<file path="src/sv/fibonacci_term_mod_decimal_assert.svh">
// Assertion macros for the Fibonacci term block.
// Each macro expects clk and arst_n to be visible at the place of use.
`ifndef FIBONACCI_TERM_MOD_DECIMAL_ASSERT_SVH
`define FIBONACCI_TERM_MOD_DECIMAL_ASSERT_SVH

// Same-cycle implication, checked at every rising edge out of reset.
`define FTMD_ASSERT_HOLDS(label, ante, cons) \
	label: assert property (@(posedge clk) disable iff (!arst_n) (ante) |-> (cons)) \
		else $error("ftmd: same-cycle check failed");

// Next-cycle implication.
`define FTMD_ASSERT_NEXT(label, ante, cons) \
	label: assert property (@(posedge clk) disable iff (!arst_n) (ante) |=> (cons)) \
		else $error("ftmd: next-cycle check failed");

`endif

</file>
<file path="src/sv/ftmd_pkg.sv">
// Shared types, constants and modular helpers for the Fibonacci term block.
// No dependencies; imported by every module of the block.
package ftmd_pkg;

	localparam int MAX_DIGITS = 4;
	localparam int DIG_W      = 3;   // digit count field
	localparam int IN_W       = 31;  // start terms and index
	localparam int VAL_W      = 14;  // residues, below 10^4
	localparam int OPD_W      = VAL_W + 1; // residue sums, below 2*10^4
	localparam int RCP_W      = 32;  // Barrett reciprocal, 2^31 / modulus
	localparam int PIPE_DEPTH = 4;   // mulmod pipeline depth in stages
	localparam int DRAIN_W    = 2;   // width of the controller's drain counter

	// Modulus 10^d and its reciprocal floor(2^31 / 10^d), by clamped digit count.
	localparam logic [VAL_W-1:0] MOD_TABLE [0:MAX_DIGITS] = '{
		14'd1, 14'd10, 14'd100, 14'd1000, 14'd10000
	};
	localparam logic [RCP_W-1:0] RECIP_TABLE [0:MAX_DIGITS] = '{
		32'd2147483648, 32'd214748364, 32'd21474836, 32'd2147483, 32'd214748
	};

	typedef enum logic [3:0] {
		OP_RED_A,
		OP_RED_B,
		OP_BASE_XX,
		OP_BASE_YY,
		OP_BASE_SS,
		OP_ACC_XX,
		OP_ACC_YY,
		OP_ACC_SS,
		OP_FIN_1,
		OP_FIN_2
	} op_t;

	typedef enum logic [3:0] {
		ST_IDLE,
		ST_RED,
		ST_RED_WAIT,
		ST_LOOP,
		ST_SQ_ISSUE,
		ST_SQ_WAIT,
		ST_UPDATE,
		ST_FIN_ISSUE,
		ST_FIN_WAIT,
		ST_FINISH,
		ST_DONE
	} state_t;

	typedef struct packed {
		logic load;
		logic issue;
		op_t  op;
		logic update;
		logic finish;
	} dp_cmd_t;

	typedef struct packed {
		logic n_zero;
		logic e_zero;
		logic e_lsb;
	} dp_stat_t;

	function automatic logic [VAL_W-1:0] mod_add(input logic [VAL_W-1:0] p,
		input logic [VAL_W-1:0] q, input logic [VAL_W-1:0] md);
		logic [VAL_W:0] s;
		s = {1'b0, p} + {1'b0, q};
		if (s >= {1'b0, md}) begin
			s = s - {1'b0, md};
		end
		return s[VAL_W-1:0];
	endfunction

	function automatic logic [VAL_W-1:0] mod_sub(input logic [VAL_W-1:0] p,
		input logic [VAL_W-1:0] q, input logic [VAL_W-1:0] md);
		logic [VAL_W:0] s;
		if (p >= q) begin
			s = {1'b0, p} - {1'b0, q};
		end else begin
			s = {1'b0, p} + {1'b0, md} - {1'b0, q};
		end
		return s[VAL_W-1:0];
	endfunction

endpackage

</file>
<file path="src/sv/ftmd_mulmod.sv">
// Four-stage modular multiply/reduce unit: product, Barrett quotient,
// quotient times modulus, subtract and correct. Depends on ftmd_pkg.
module ftmd_mulmod import ftmd_pkg::*; (
	input  logic             clk,
	input  logic             arst_n,
	input  logic             in_valid,
	input  op_t              in_op,
	input  logic             raw_sel,
	input  logic [IN_W-1:0]  raw_val,
	input  logic [OPD_W-1:0] opa,
	input  logic [OPD_W-1:0] opb,
	input  logic [VAL_W-1:0] md,
	input  logic [RCP_W-1:0] recip,
	output logic             out_valid,
	output op_t              out_op,
	output logic [VAL_W-1:0] out_res
);

	logic [2*OPD_W-1:0]     prod;
	logic [IN_W+RCP_W-1:0]  qfull;
	logic [IN_W+VAL_W-1:0]  qm_full;
	logic [IN_W-1:0]        diff;
	logic [VAL_W:0]         rem;
	logic [VAL_W:0]         rem_fix;

	logic             valid_s1, valid_s2, valid_s3, valid_s4;
	op_t              op_s1, op_s2, op_s3, op_s4;
	logic [IN_W-1:0]  v_s1, v_s2, v_s3;
	logic [IN_W-1:0]  q_s2;
	logic [IN_W-1:0]  qm_s3;
	logic [VAL_W-1:0] res_s4;

	assign prod    = {{OPD_W{1'b0}}, opa} * {{OPD_W{1'b0}}, opb};
	assign qfull   = {{RCP_W{1'b0}}, v_s1} * {{IN_W{1'b0}}, recip};
	assign qm_full = {{VAL_W{1'b0}}, q_s2} * {{IN_W{1'b0}}, md};
	// remainder lands below twice the modulus; one correction
	assign diff    = v_s3 - qm_s3;
	assign rem     = diff[VAL_W:0];
	assign rem_fix = (rem >= {1'b0, md}) ? (rem - {1'b0, md}) : rem;

	always_ff @(posedge clk or negedge arst_n) begin
		if (!arst_n) begin
			valid_s1 <= 1'b0;
			valid_s2 <= 1'b0;
			valid_s3 <= 1'b0;
			valid_s4 <= 1'b0;
		end else begin
			valid_s1 <= in_valid;
			valid_s2 <= valid_s1;
			valid_s3 <= valid_s2;
			valid_s4 <= valid_s3;
		end
	end

	always_ff @(posedge clk) begin
		op_s1  <= in_op;
		v_s1   <= raw_sel ? raw_val : IN_W'(prod);
		op_s2  <= op_s1;
		v_s2   <= v_s1;
		q_s2   <= qfull[RCP_W-1 +: IN_W];
		op_s3  <= op_s2;
		v_s3   <= v_s2;
		qm_s3  <= qm_full[IN_W-1:0];
		op_s4  <= op_s3;
		res_s4 <= rem_fix[VAL_W-1:0];
	end

	assign out_valid = valid_s4;
	assign out_op    = op_s4;
	assign out_res   = res_s4;

endmodule

</file>
<file path="src/sv/ftmd_datapath.sv">
// Datapath: operand registers, matrix power state and the mulmod unit.
// Depends on ftmd_pkg, ftmd_mulmod and the assertion macro header.
`include "fibonacci_term_mod_decimal_assert.svh"
module ftmd_datapath import ftmd_pkg::*; (
	input  logic             clk,
	input  logic             arst_n,
	input  dp_cmd_t          cmd,
	input  logic [IN_W-1:0]  first_term,
	input  logic [IN_W-1:0]  second_term,
	input  logic [IN_W-1:0]  term_index,
	input  logic [DIG_W-1:0] digits,
	output dp_stat_t         stat,
	output logic [VAL_W-1:0] term_value
);

	logic [DIG_W-1:0] dig_c;
	logic [VAL_W-1:0] one_mod;

	logic [IN_W-1:0]  a_q, b_q, e_q;
	logic             n_zero_q;
	logic [VAL_W-1:0] md_q;
	logic [RCP_W-1:0] recip_q;
	logic [VAL_W-1:0] acc_x_q, acc_y_q, base_x_q, base_y_q;
	logic [VAL_W-1:0] pb1_q, pb2_q, pb3_q, pa1_q, pa2_q, pa3_q;
	logic [VAL_W-1:0] f1_q, f2_q;
	logic [VAL_W-1:0] term_value_q;

	logic [OPD_W-1:0] acc_s, base_s;
	logic [OPD_W-1:0] opa, opb;
	logic             raw_sel;
	logic [IN_W-1:0]  raw_val;
	logic             mm_valid;
	op_t              mm_op;
	logic [VAL_W-1:0] mm_res;

	assign dig_c   = (digits > DIG_W'(MAX_DIGITS)) ? DIG_W'(MAX_DIGITS) : digits;
	assign one_mod = (dig_c == '0) ? '0 : VAL_W'(1);
	assign acc_s   = {1'b0, acc_x_q} + {1'b0, acc_y_q};
	assign base_s  = {1'b0, base_x_q} + {1'b0, base_y_q};

	// Matrices are powers of Q, kept as (x, y) = (m01, m11); m00 = x + y.
	// Product of (xi, yi) and (xj, yj): y' = xi*xj + yi*yj,
	// x' = (xi+yi)*(xj+yj) - yi*yj.
	always_comb begin
		raw_sel = 1'b0;
		raw_val = a_q;
		opa     = '0;
		opb     = '0;
		case (cmd.op)
			OP_RED_A: begin
				raw_sel = 1'b1;
				raw_val = a_q;
			end
			OP_RED_B: begin
				raw_sel = 1'b1;
				raw_val = b_q;
			end
			OP_BASE_XX: begin
				opa = {1'b0, base_x_q};
				opb = {1'b0, base_x_q};
			end
			OP_BASE_YY: begin
				opa = {1'b0, base_y_q};
				opb = {1'b0, base_y_q};
			end
			OP_BASE_SS: begin
				opa = base_s;
				opb = base_s;
			end
			OP_ACC_XX: begin
				opa = {1'b0, acc_x_q};
				opb = {1'b0, base_x_q};
			end
			OP_ACC_YY: begin
				opa = {1'b0, acc_y_q};
				opb = {1'b0, base_y_q};
			end
			OP_ACC_SS: begin
				opa = acc_s;
				opb = base_s;
			end
			// answer = b*(x+y) + a*x
			OP_FIN_1: begin
				opa = {1'b0, b_q[VAL_W-1:0]};
				opb = acc_s;
			end
			OP_FIN_2: begin
				opa = {1'b0, a_q[VAL_W-1:0]};
				opb = {1'b0, acc_x_q};
			end
			default: begin
				raw_sel = 1'b0;
			end
		endcase
	end

	ftmd_mulmod u_mulmod (
		.clk       (clk),
		.arst_n    (arst_n),
		.in_valid  (cmd.issue),
		.in_op     (cmd.op),
		.raw_sel   (raw_sel),
		.raw_val   (raw_val),
		.opa       (opa),
		.opb       (opb),
		.md        (md_q),
		.recip     (recip_q),
		.out_valid (mm_valid),
		.out_op    (mm_op),
		.out_res   (mm_res)
	);

	always_ff @(posedge clk or negedge arst_n) begin
		if (!arst_n) begin
			n_zero_q <= 1'b0;
			e_q      <= '0;
		end else if (cmd.load) begin
			n_zero_q <= (term_index == '0);
			e_q      <= term_index - IN_W'(1);
		end else if (cmd.update) begin
			e_q      <= e_q >> 1;
		end
	end

	always_ff @(posedge clk) begin
		if (cmd.load) begin
			a_q      <= first_term;
			b_q      <= second_term;
			md_q     <= MOD_TABLE[dig_c];
			recip_q  <= RECIP_TABLE[dig_c];
			acc_x_q  <= '0;
			acc_y_q  <= one_mod;
			base_x_q <= one_mod;
			base_y_q <= '0;
		end else if (cmd.update) begin
			base_y_q <= mod_add(pb1_q, pb2_q, md_q);
			base_x_q <= mod_sub(pb3_q, pb2_q, md_q);
			if (e_q[0]) begin
				acc_y_q <= mod_add(pa1_q, pa2_q, md_q);
				acc_x_q <= mod_sub(pa3_q, pa2_q, md_q);
			end
		end
		if (mm_valid) begin
			case (mm_op)
				OP_RED_A:   a_q   <= IN_W'(mm_res);
				OP_RED_B:   b_q   <= IN_W'(mm_res);
				OP_BASE_XX: pb1_q <= mm_res;
				OP_BASE_YY: pb2_q <= mm_res;
				OP_BASE_SS: pb3_q <= mm_res;
				OP_ACC_XX:  pa1_q <= mm_res;
				OP_ACC_YY:  pa2_q <= mm_res;
				OP_ACC_SS:  pa3_q <= mm_res;
				OP_FIN_1:   f1_q  <= mm_res;
				OP_FIN_2:   f2_q  <= mm_res;
				default:    f2_q  <= f2_q;
			endcase
		end
		if (cmd.finish) begin
			term_value_q <= n_zero_q ? a_q[VAL_W-1:0] : mod_add(f1_q, f2_q, md_q);
		end
	end

	assign stat.n_zero = n_zero_q;
	assign stat.e_zero = (e_q == '0);
	assign stat.e_lsb  = e_q[0];
	assign term_value  = term_value_q;

	// nothing may land in the product registers while they are being consumed
	`FTMD_ASSERT_HOLDS(a_update_drained, cmd.update, !mm_valid)
	`FTMD_ASSERT_HOLDS(a_finish_drained, cmd.finish || cmd.load, !mm_valid)
	`FTMD_ASSERT_HOLDS(a_mm_reduced, mm_valid, mm_res < md_q)
	`FTMD_ASSERT_NEXT(a_base_reduced, cmd.update, base_x_q < md_q && base_y_q < md_q)

endmodule

</file>
<file path="src/sv/ftmd_ctrl.sv">
// Controller state machine: sequences reduction, square-and-multiply
// rounds and the final combine. Depends on ftmd_pkg.
module ftmd_ctrl import ftmd_pkg::*; (
	input  logic     clk,
	input  logic     arst_n,
	input  logic     start,
	input  dp_stat_t stat,
	output logic     busy,
	output logic     done,
	output dp_cmd_t  cmd
);

	localparam logic [2:0] PAIR_LAST    = 3'd1;
	localparam logic [2:0] SQ_LAST_BASE = 3'd2;
	localparam logic [2:0] SQ_LAST_ALL  = 3'd5;
	localparam logic [DRAIN_W-1:0] DRAIN_LAST = DRAIN_W'(PIPE_DEPTH - 1);

	state_t               state_q, state_d;
	logic [2:0]           idx_q;
	logic [DRAIN_W-1:0]   wait_q;
	logic                 wait_done;
	logic [2:0]           sq_last;
	logic                 in_issue, in_wait;

	function automatic op_t sq_op(input logic [2:0] i);
		case (i)
			3'd0:    return OP_BASE_XX;
			3'd1:    return OP_BASE_YY;
			3'd2:    return OP_BASE_SS;
			3'd3:    return OP_ACC_XX;
			3'd4:    return OP_ACC_YY;
			3'd5:    return OP_ACC_SS;
			default: return OP_BASE_XX;
		endcase
	endfunction

	assign wait_done = (wait_q == DRAIN_LAST);
	// square the base always; multiply into the accumulator on a set bit
	assign sq_last   = stat.e_lsb ? SQ_LAST_ALL : SQ_LAST_BASE;
	assign in_issue  = (state_q == ST_RED) || (state_q == ST_SQ_ISSUE) ||
		(state_q == ST_FIN_ISSUE);
	assign in_wait   = (state_q == ST_RED_WAIT) || (state_q == ST_SQ_WAIT) ||
		(state_q == ST_FIN_WAIT);

	always_comb begin
		state_d = state_q;
		case (state_q)
			ST_IDLE:      if (start) state_d = ST_RED;
			ST_RED:       if (idx_q == PAIR_LAST) state_d = ST_RED_WAIT;
			ST_RED_WAIT:  if (wait_done) state_d = ST_LOOP;
			ST_LOOP: begin
				if (stat.n_zero) begin
					state_d = ST_FINISH;
				end else if (stat.e_zero) begin
					state_d = ST_FIN_ISSUE;
				end else begin
					state_d = ST_SQ_ISSUE;
				end
			end
			ST_SQ_ISSUE:  if (idx_q == sq_last) state_d = ST_SQ_WAIT;
			ST_SQ_WAIT:   if (wait_done) state_d = ST_UPDATE;
			ST_UPDATE:    state_d = ST_LOOP;
			ST_FIN_ISSUE: if (idx_q == PAIR_LAST) state_d = ST_FIN_WAIT;
			ST_FIN_WAIT:  if (wait_done) state_d = ST_FINISH;
			ST_FINISH:    state_d = ST_DONE;
			ST_DONE:      state_d = ST_IDLE;
			default:      state_d = ST_IDLE;
		endcase
	end

	always_comb begin
		cmd        = '0;
		cmd.op     = OP_RED_A;
		case (state_q)
			ST_IDLE:      cmd.load = start;
			ST_RED: begin
				cmd.issue = 1'b1;
				cmd.op    = idx_q[0] ? OP_RED_B : OP_RED_A;
			end
			ST_SQ_ISSUE: begin
				cmd.issue = 1'b1;
				cmd.op    = sq_op(idx_q);
			end
			ST_FIN_ISSUE: begin
				cmd.issue = 1'b1;
				cmd.op    = idx_q[0] ? OP_FIN_2 : OP_FIN_1;
			end
			ST_UPDATE:    cmd.update = 1'b1;
			ST_FINISH:    cmd.finish = 1'b1;
			default:      cmd.load   = 1'b0;
		endcase
	end

	always_ff @(posedge clk or negedge arst_n) begin
		if (!arst_n) begin
			state_q <= ST_IDLE;
			idx_q   <= '0;
			wait_q  <= '0;
		end else begin
			state_q <= state_d;
			idx_q   <= (in_issue && state_d == state_q) ? idx_q + 3'd1 : '0;
			wait_q  <= (in_wait && state_d == state_q) ? wait_q + DRAIN_W'(1) : '0;
		end
	end

	assign busy = (state_q != ST_IDLE);
	assign done = (state_q == ST_DONE);

endmodule

</file>
<file path="src/sv/fibonacci_term_mod_decimal.sv">
// Index 0 skips the exponent walk and the final combine; any other index walks
// the exponent (index-1) up to its highest set bit.
// Throughput: one item at a time; start is taken again the cycle after done.
// The rate is set by one shared four-stage mulmod unit: 3 or 6 products per exponent bit.
// Reset (arst_n low, asynchronous) returns the controller to idle and empties the unit.
// The result beat is shown for one cycle on done; the receiver cannot stall it.
module fibonacci_term_mod_decimal import ftmd_pkg::*; (
	input  logic             clk,
	input  logic             arst_n,
	input  logic             start,
	output logic             busy,
	input  logic [IN_W-1:0]  first_term,
	input  logic [IN_W-1:0]  second_term,
	input  logic [IN_W-1:0]  term_index,
	input  logic [DIG_W-1:0] digits,
	output logic             done,
	output logic [VAL_W-1:0] term_value
);

	// Flow: reduce both start terms mod 10^d, then walk the exponent (index-1)
	// from its low bit, squaring the base matrix each round and folding it into
	// the accumulator on a set bit, then combine b*(x+y) + a*x; index 0 gives a.
	dp_cmd_t  cmd;
	dp_stat_t stat;

	ftmd_ctrl u_ctrl (
		.clk    (clk),
		.arst_n (arst_n),
		.start  (start),
		.stat   (stat),
		.busy   (busy),
		.done   (done),
		.cmd    (cmd)
	);

	// The datapath holds the item, the matrix state and the result register.
	ftmd_datapath u_datapath (
		.clk         (clk),
		.arst_n      (arst_n),
		.cmd         (cmd),
		.first_term  (first_term),
		.second_term (second_term),
		.term_index  (term_index),
		.digits      (digits),
		.stat        (stat),
		.term_value  (term_value)
	);

endmodule

</file>
<file path="config.mk">
export PLATFORM = sky130hd
export DESIGN_NAME = fibonacci_term_mod_decimal
export DESIGN_NICKNAME = d
export VERILOG_FILES = /design/src/sv/ftmd_pkg.sv /design/src/sv/ftmd_mulmod.sv /design/src/sv/ftmd_datapath.sv /design/src/sv/ftmd_ctrl.sv /design/src/sv/fibonacci_term_mod_decimal.sv
export VERILOG_INCLUDE_DIRS = /design/src /design/src/sv
export SDC_FILE = /design/constraint.sdc
export NUM_CORES = 2
export LEC_CHECK = 0
export BUFFER_PORTS_ARGS = -buffer_cell sky130_fd_sc_hd__buf_4
export CORE_AREA = 2 2 407 409
export DETAILED_ROUTE_END_ITERATION = 7
export DIE_AREA = 0 0 409 411
export GPL_TIMING_DRIVEN = 0
export PLACE_DENSITY = 0.47
export SYNTH_ARGS = -nofsm -noshare
export SYNTH_HDL_FRONTEND = slang
export SYNTH_SLANG_ARGS = --single-unit
</file>
<file path="constraint.sdc">
create_clock -name clk -period 11.2 [get_ports clk]
set_input_delay 2.24 -clock clk [delete_from_list [all_inputs] [get_ports clk]]
set_output_delay 2.24 -clock clk [all_outputs]
set_load 0.01 [all_outputs]
</file>
; Word level (Yosys, flattened, before mapping)
; Memory sizes are Yosys's and may differ from the RTL's. A register that Yosys moved wholly into a read port is not among the register bits.
; Cells that the tools add are included.
[op_classes]
n_addsub = 19
multipliers = 3
div_mod_pow = 0
magnitude_cmp = 7
eq_ne = 36
n_shift = 0
muxes = 47
bitwise = 1
n_reduce_logical = 29
[op_table]
columns = operator, count
row1 = $mux W31, 9
row2 = $mux W14, 12
row3 = $pmux W15 S8, 1
row4 = $sub A14 B14 Y14, 8
row5 = $add A14 B14 Y15, 5
row6 = $pmux W15 S5, 1
row7 = $logic_not A31 Y1, 2
row8 = $mul A31 B32 Y62, 1
row9 = $ge A15 B14 Y1, 4
row10 = $eq A4 B3 Y1 const B, 12
row11 = $pmux W4 S10, 1
row12 = $mux W4, 8
row13 = $mul A31 B14 Y15, 1
row14 = $sub A31 B1 Y31 const B, 1
row15 = $mul A15 B15 Y30, 1
row16 = $mux W30, 1
row17 = $add A14 B14 Y14, 2
row18 = $eq A4 B4 Y1 const B, 7
row19 = $ge A14 B14 Y1, 2
row20 = $eq A4 B2 Y1 const B, 6
row21 = $reduce_and A2 Y1, 10
row22 = $pmux W3 S5, 1
row23 = $pmux W5 S3, 1
row24 = $sub A15 B15 Y15, 1
row25 = 21 further kinds, 44
[word_totals]
ff_bits = 426
latchBits = 0
ramBits = 0
rom_bits = 368
in_bits = 99
output_inout_bits = 16
elab_cells = 179
mem_count = 2
[memory_table]
columns = name, words, width, read_ports, rd_clocked_by_memory_dff, wr, line_no
row1 = (name not given), 8, 32, 1, 1, 0, ftmd_datapath.sv:130  ; recip_q <= RECIP_TABLE[dig_c];
row2 = (name not given), 8, 14, 1, 1, 0, ftmd_datapath.sv:129  ; md_q <= MOD_TABLE[dig_c];

; Depth between registers and ports, before layout
[logic_depth]
depth_word = 8
ltp_mapped = 38
mapped_depth_nobuf = 34

; Hierarchy
; A second synthesis with hierarchy kept.
[hier_totals]
hier_cells = 6600
area_unflattened_um2 = 61527.8
[modules_own_cells]
columns = mod, n_inst, cells_per_inst, area_per_inst_um2, seq_area_each_um2
row1 = ftmd_mulmod, 1, 4283, 39639.3, 2522.4
row2 = ftmd_datapath, 1, 2220, 21017.7, 7767.4
row3 = ftmd_ctrl, 1, 97, 870.8, 225.2

; Worst setup path after synthesis
; Ideal clock, no wire load.
[synth_timing]
kind = register to register
startpoint = reg u_datapath.base_x_q[0]
endpoint = reg u_datapath.u_mulmod.v_s1[29]
setup_ns = 0.078
arrival_ns = 7.890
required_time_ns = 11.122
slack_ns = 3.232
path_stages_with_launch = 31
n_path_buf = 1
synth_period_minus_slack_ns = 7.968
path_cell_list = edfxtp_1 ha_1 fa_1 a21o_1 a21oi_1 o21ai_0 o31ai_1 o21ai_0 a31oi_1 xnor2_1 a221o_1 clkbuf_1 nand2_1 fa_1 fa_1 inv_1 fa_1 fa_1 fa_1 inv_1 fa_1 inv_1 ha_1 a21oi_1 nand3_1 a41oi_1 nor3_1 o31ai_1 a21boi_0 o2111a_1 nor3_1
[synth_between]
elab_chain_cells = 4
word_cells_on_any_way = 5
cone_classes = 1 x add/sub / 1 x mul / 3 x mux
[synth_rtl]
columns = element, line_no
row1 = from (decl), ftmd_datapath.sv:23  ; logic [VAL_W-1:0] acc_x_q, acc_y_q, base_x_q, base_y_q;
row2 = from (signal assigned), ftmd_datapath.sv:133  ; base_x_q <= one_mod;
row3 = from (signal assigned), ftmd_datapath.sv:137  ; base_x_q <= mod_sub(pb3_q, pb2_q, md_q);
row4 = $add A14 B14 Y15, ftmd_datapath.sv:39  ; assign base_s = {1'b0, base_x_q} + {1'b0, base_y_q};
row5 = $pmux W15 S8 / $pmux W15 S5 (equally long branches), ftmd_datapath.sv:49  ; case (cmd.op)
row6 = $mul A15 B15 Y30 *, ftmd_mulmod.sv:33  ; assign prod = {{OPD_W{1'b0}}, opa} * {{OPD_W{1'b0}}, opb};
row7 = $mux W30 *, ftmd_mulmod.sv:57  ; v_s1 <= raw_sel ? raw_val : IN_W'(prod);
row8 = to (signal assigned), ftmd_mulmod.sv:57
row9 = to (decl), ftmd_mulmod.sv:28  ; logic [IN_W-1:0] v_s1, v_s2, v_s3;
; Every way passes the cells marked *; elsewhere a longest branch is shown, timed or not.
; A chain may end at the register's enable or synchronous reset.

; Final worst setup path
[layout_timing]
startpoint = reg u_datapath.recip_q[21]
endpoint = reg u_datapath.u_mulmod.q_s2[13]
[layout_between]
elab_chain_cells = 1
[layout_rtl]
columns = element, line_no
row1 = from (decl), ftmd_datapath.sv:22  ; logic [RCP_W-1:0] recip_q;
row2 = $mul A31 B32 Y62, ftmd_mulmod.sv:34  ; assign qfull = {{RCP_W{1'b0}}, v_s1} * {{IN_W{1'b0}}, recip};
row3 = net u_datapath.u_mulmod.qfull[44], ftmd_mulmod.sv:20  ; logic [IN_W+RCP_W-1:0] qfull;
row4 = to (signal assigned), ftmd_mulmod.sv:60  ; q_s2 <= qfull[RCP_W-1 +: IN_W];
row5 = to (decl), ftmd_mulmod.sv:29  ; logic [IN_W-1:0] q_s2;
; The timed path passes the listed nets, and every way through them passes these cells.

==> summary.txt <==
Status
  – Status: finished, final reports clean

Clocking
  – # clock sinks: about 430
  – CTS buffer count: 50
  – Root Driver: clkbuf_16
  – Clock buffer depth: 3
  – CTS-repair resized insts: 0
  – # hold bufs at CTS: 0
  – CTS clk-pin slew, worst paths: 0.07 ns
  – H-Tree Depth: 2
  – Number of buffers added for setup after CTS: 0
  – TritonCTS clock tree: done
  – Worst-Skew Late Latency: ~0.7 ns

Worst hold path
  – HP Start: u_datapath.u_mulmod.v_s2[11]$_DFF_P_
  – Hold WC Path Type: flop to flop
  – Cells on Worst Hold Path: 0

Floorplan
  – Initial Util: between 30% and 40%
  – Placeable Area: about 0.16 mm²
  – Die Span Y: approximately 410 µm
  – # rows: ~150
  – Die W: just over 400 µm
  – DIE AREA: between 0.15 and 0.2 mm²
  – IO Pins: between 100 and 150

Worst setup path
  – Critical Path Sink: u_datapath.u_mulmod.q_s2[13]$_DFF_P_
  – Worst Setup SP: u_datapath.recip_q[21]$_SDFFCE_PP0P_
  – Crit Path Category: flop to flop
  – CP bufs+invs: 7
  – R2R depth: 25
  – Critical path's most frequent cell: fa_1
  – Reg-to-reg slack, setup: between 0.3 and 0.4 ns
  – FF-to-FF Start: u_datapath.recip_q[21]$_SDFFCE_PP0P_
  – CP Depth: 25
  – Reg-to-reg endpoint: u_datapath.u_mulmod.q_s2[13]$_DFF_P_
  – Kind of cell adding the most delay to the critical path: adder cells
  – Slowest CP cell: a2111oi_2
  – CP required: between 10 and 15 ns
  – Data arrival time of the critical path: around 11 ns
  – Crit start category: flop
  – CP Capture Type: flop
  – Slowest stage delay, CP: 0.87 ns
  – Crit Path Max Fanout: 10

Global route
  – First-pass GRT wire length: ~300 mm
  – Pin count of the biggest net entering global routing: 46
  – Gr usage total: about a quarter
  – Grt total ovfl: 0
  – Antenna violations before repair: 10
  – Number of global-route vias before repair: ~45000

Finish
  – Nets: 7876
  – Share of cells above drive strength 1: slightly below 5%
  – Reg area: 0.0105 mm²
  – Layout Utilization: between 30% and 40%
  – Finished Layout Cells: around 8600
  – Fillers: between 15000 and 20000
  – Design area: 0.0625 mm²
  – Area growth syn-to-layout: 9.98%
  – Footprint of the multi-input gates: between 0.04 and 0.05 mm²

Route
  – Routed vias: roughly 43000
  – Antenna Nets Post-Route: 0
  – Via/cell ratio: around 5
  – DRT iter0 DRCs: roughly 3200
  – Routed wire length: 207 mm
  – Drt pass-1 iters: 6
  – Drt drc: 0
  – Wirelength per Cell: approximately 24 µm

Timing
  – Hold Slack: 0.292 ns
  – Transition time of the tightest slew-check pin: between 1 and 1.5 ns
  – Crit share post-route: approximately 100%
  – RSZ-0062 raised after global routing: false
  – Final hold vios: 0
  – Slew Limit Fails: 0
  – Max_slew headroom: between 6 and 7%
  – Fin Clk Skew: ~0.065 ns
  – F_max: around 0.092 GHz
  – Setup violators final: 0
  – Minimum clock period: around 11 ns

Synth
  – Register bit count reported by yosys: around 430
  – Synth Instances: 6146
  – Area of the mapped netlist: about 0.057 mm²
  – Netlist cell types: 89
  – Number of flops mapped to enable cells by yosys: 172
  – Mapped Nets: roughly 7700
  – Avg Cell Area, Syn: 9.25 µm²
  – Yosys warnings: 0
  – Async SR Flop Fraction: between 10% and 20%
  – Sequential share of the synthesized area: 18.5%
  – Main synth FF type: dfxtp_1

Placement
  – GP Congestion: roughly 0.97
  – Cell Area, Placed: about 0.06 mm²
  – Hpwl dp: about 170 mm
  – Placed insts: between 8000 and 9000
  – PortBufs: 114

Flow run
  – Max-Cap Viols: 0
## per-stage QoR
step	setup TNS [ns]	setup WS, ns
after floorplan	0	3.23
after global placement	-1.67	-0.604
after detailed placement	0	0.278
after CTS	0	0.238
after global routing	0	0.0934
final	0	0.316
## kinds of logic (layout without fill, tap and decap cells)
family                     count (synthesis)  in the layout  share of synthesized area, %
AOI/OAI and AO/OA                        889            889                          10.2
muxes                                     82             82                          1.47
adders and majority gates               1456           1456                          42.8
buffers and inverters                   1364           1581                          9.05
other                                      0              5                             0
and+or+nand+nor                         1665           1665                          14.0
DFF                                      428            428                          18.5
xor gates and xnor gates                 262            262                          4.04
## layout make-up
cell class / instances / area share, %
Antenna cell: 5 / 0.0200
Buffer: 191 / 1.19
Clock buffer: 68 / 2.31
Clock inverter: 26 / 0.702
Inverter: 1173 / 7.04
Multi-Input combinational cell: 4354 / 66.0
Sequential cell: 428 / 16.8
Tap cell: 2189 / 4.38
Timing Repair Buffer: 123 / 1.57
## synth_stat cells, drive strengths merged, types with 17 or more instances
| cell type | n | area (µm²) |
|---|---|---|
| inv | 1173 | 4400 |
| a211o | 19 | 166 |
| nand2b | 43 | 269 |
| dfxtp | 211 | 4220 |
| o21a | 39 | 293 |
| buf | 22 | 106 |
| nor2b | 38 | 245 |
| nor3 | 86 | 430 |
| fa | 815 | 16300 |
| a31oi | 43 | 269 |
| nand3 | 52 | 260 |
| edfxtp | 172 | 5160 |
| a22oi | 34 | 255 |
| or3 | 26 | 168 |
| ha | 641 | 8020 |
| a211oi | 34 | 260 |
| xnor2 | 183 | 1600 |
| nor2 | 335 | 1260 |
| o31ai | 17 | 128 |
| a21o | 73 | 548 |
| dfrtp | 45 | 1130 |
| xor2 | 79 | 692 |
| a21oi | 240 | 1200 |
| clkbuf | 169 | 634 |
| or2 | 23 | 144 |
| and3 | 31 | 194 |
| mux2i | 70 | 701 |
| o221ai | 17 | 149 |
| nand2 | 625 | 2350 |
| and2 | 324 | 2030 |
| nand4 | 30 | 188 |
| o21ai | 211 | 1060 |
| nor4 | 17 | 113 |
## worst min path at each step
stage / to / slack, ns
6_report: u_datapath.u_mulmod.v_s3[11]$_DFF_P_ / 0.29
5_1_grt: u_datapath.u_mulmod.v_s3[2]$_DFF_P_ / 0.29
4_1_cts: u_datapath.u_mulmod.v_s3[2]$_DFF_P_ / 0.28
3_5_place_dp: u_datapath.u_mulmod.op_s3[1]$_DFF_P_ / 0.31
3_3_place_gp: u_datapath.u_mulmod.op_s2[3]$_DFF_P_ / 0.31
2_1_floorplan: u_datapath.u_mulmod.op_s2[0]$_DFF_P_ / 0.31
## state kept, by name (all words and copies together) (netlist names), 15 cells and up
register,flops
u_datapath.u_mulmod.v_s1,31
u_datapath.a_q,31
u_datapath.u_mulmod.v_s3,15
u_datapath.u_mulmod.qm_s3,15
u_datapath.u_mulmod.v_s2,15
u_datapath.u_mulmod.q_s2,15
u_datapath.e_q,31
u_datapath.b_q,31
## cells in the final DEF, fill, tap and decap left out, types with 117 or more instances in the layout
master,count
a21oi_1,240
and2_1,324
buf_4,117
clkbuf_1,176
dfxtp_1,211
edfxtp_1,172
fa_1,815
ha_1,641
inv_1,1168
nand2_1,624
nor2_1,325
o21ai_0,209
xnor2_1,183
## routing by layer
| metal | vias up | GRT usage (%) | wire, µm |
|---|---|---|---|
| li1 | 20200 | - | - |
| met3 | 232 | 3.10 | 10000 |
| met1 | 21900 | 32.0 | 89600 |
| met2 | 1123 | 43.3 | 102000 |
| met4 | 4 | 6.43 | 5890 |
| met5 | - | 0 | 21 |
Power is left out: the tool's default activity adds up to more than one toggle a clock period on the data nets, which glitch-free logic cannot reach.
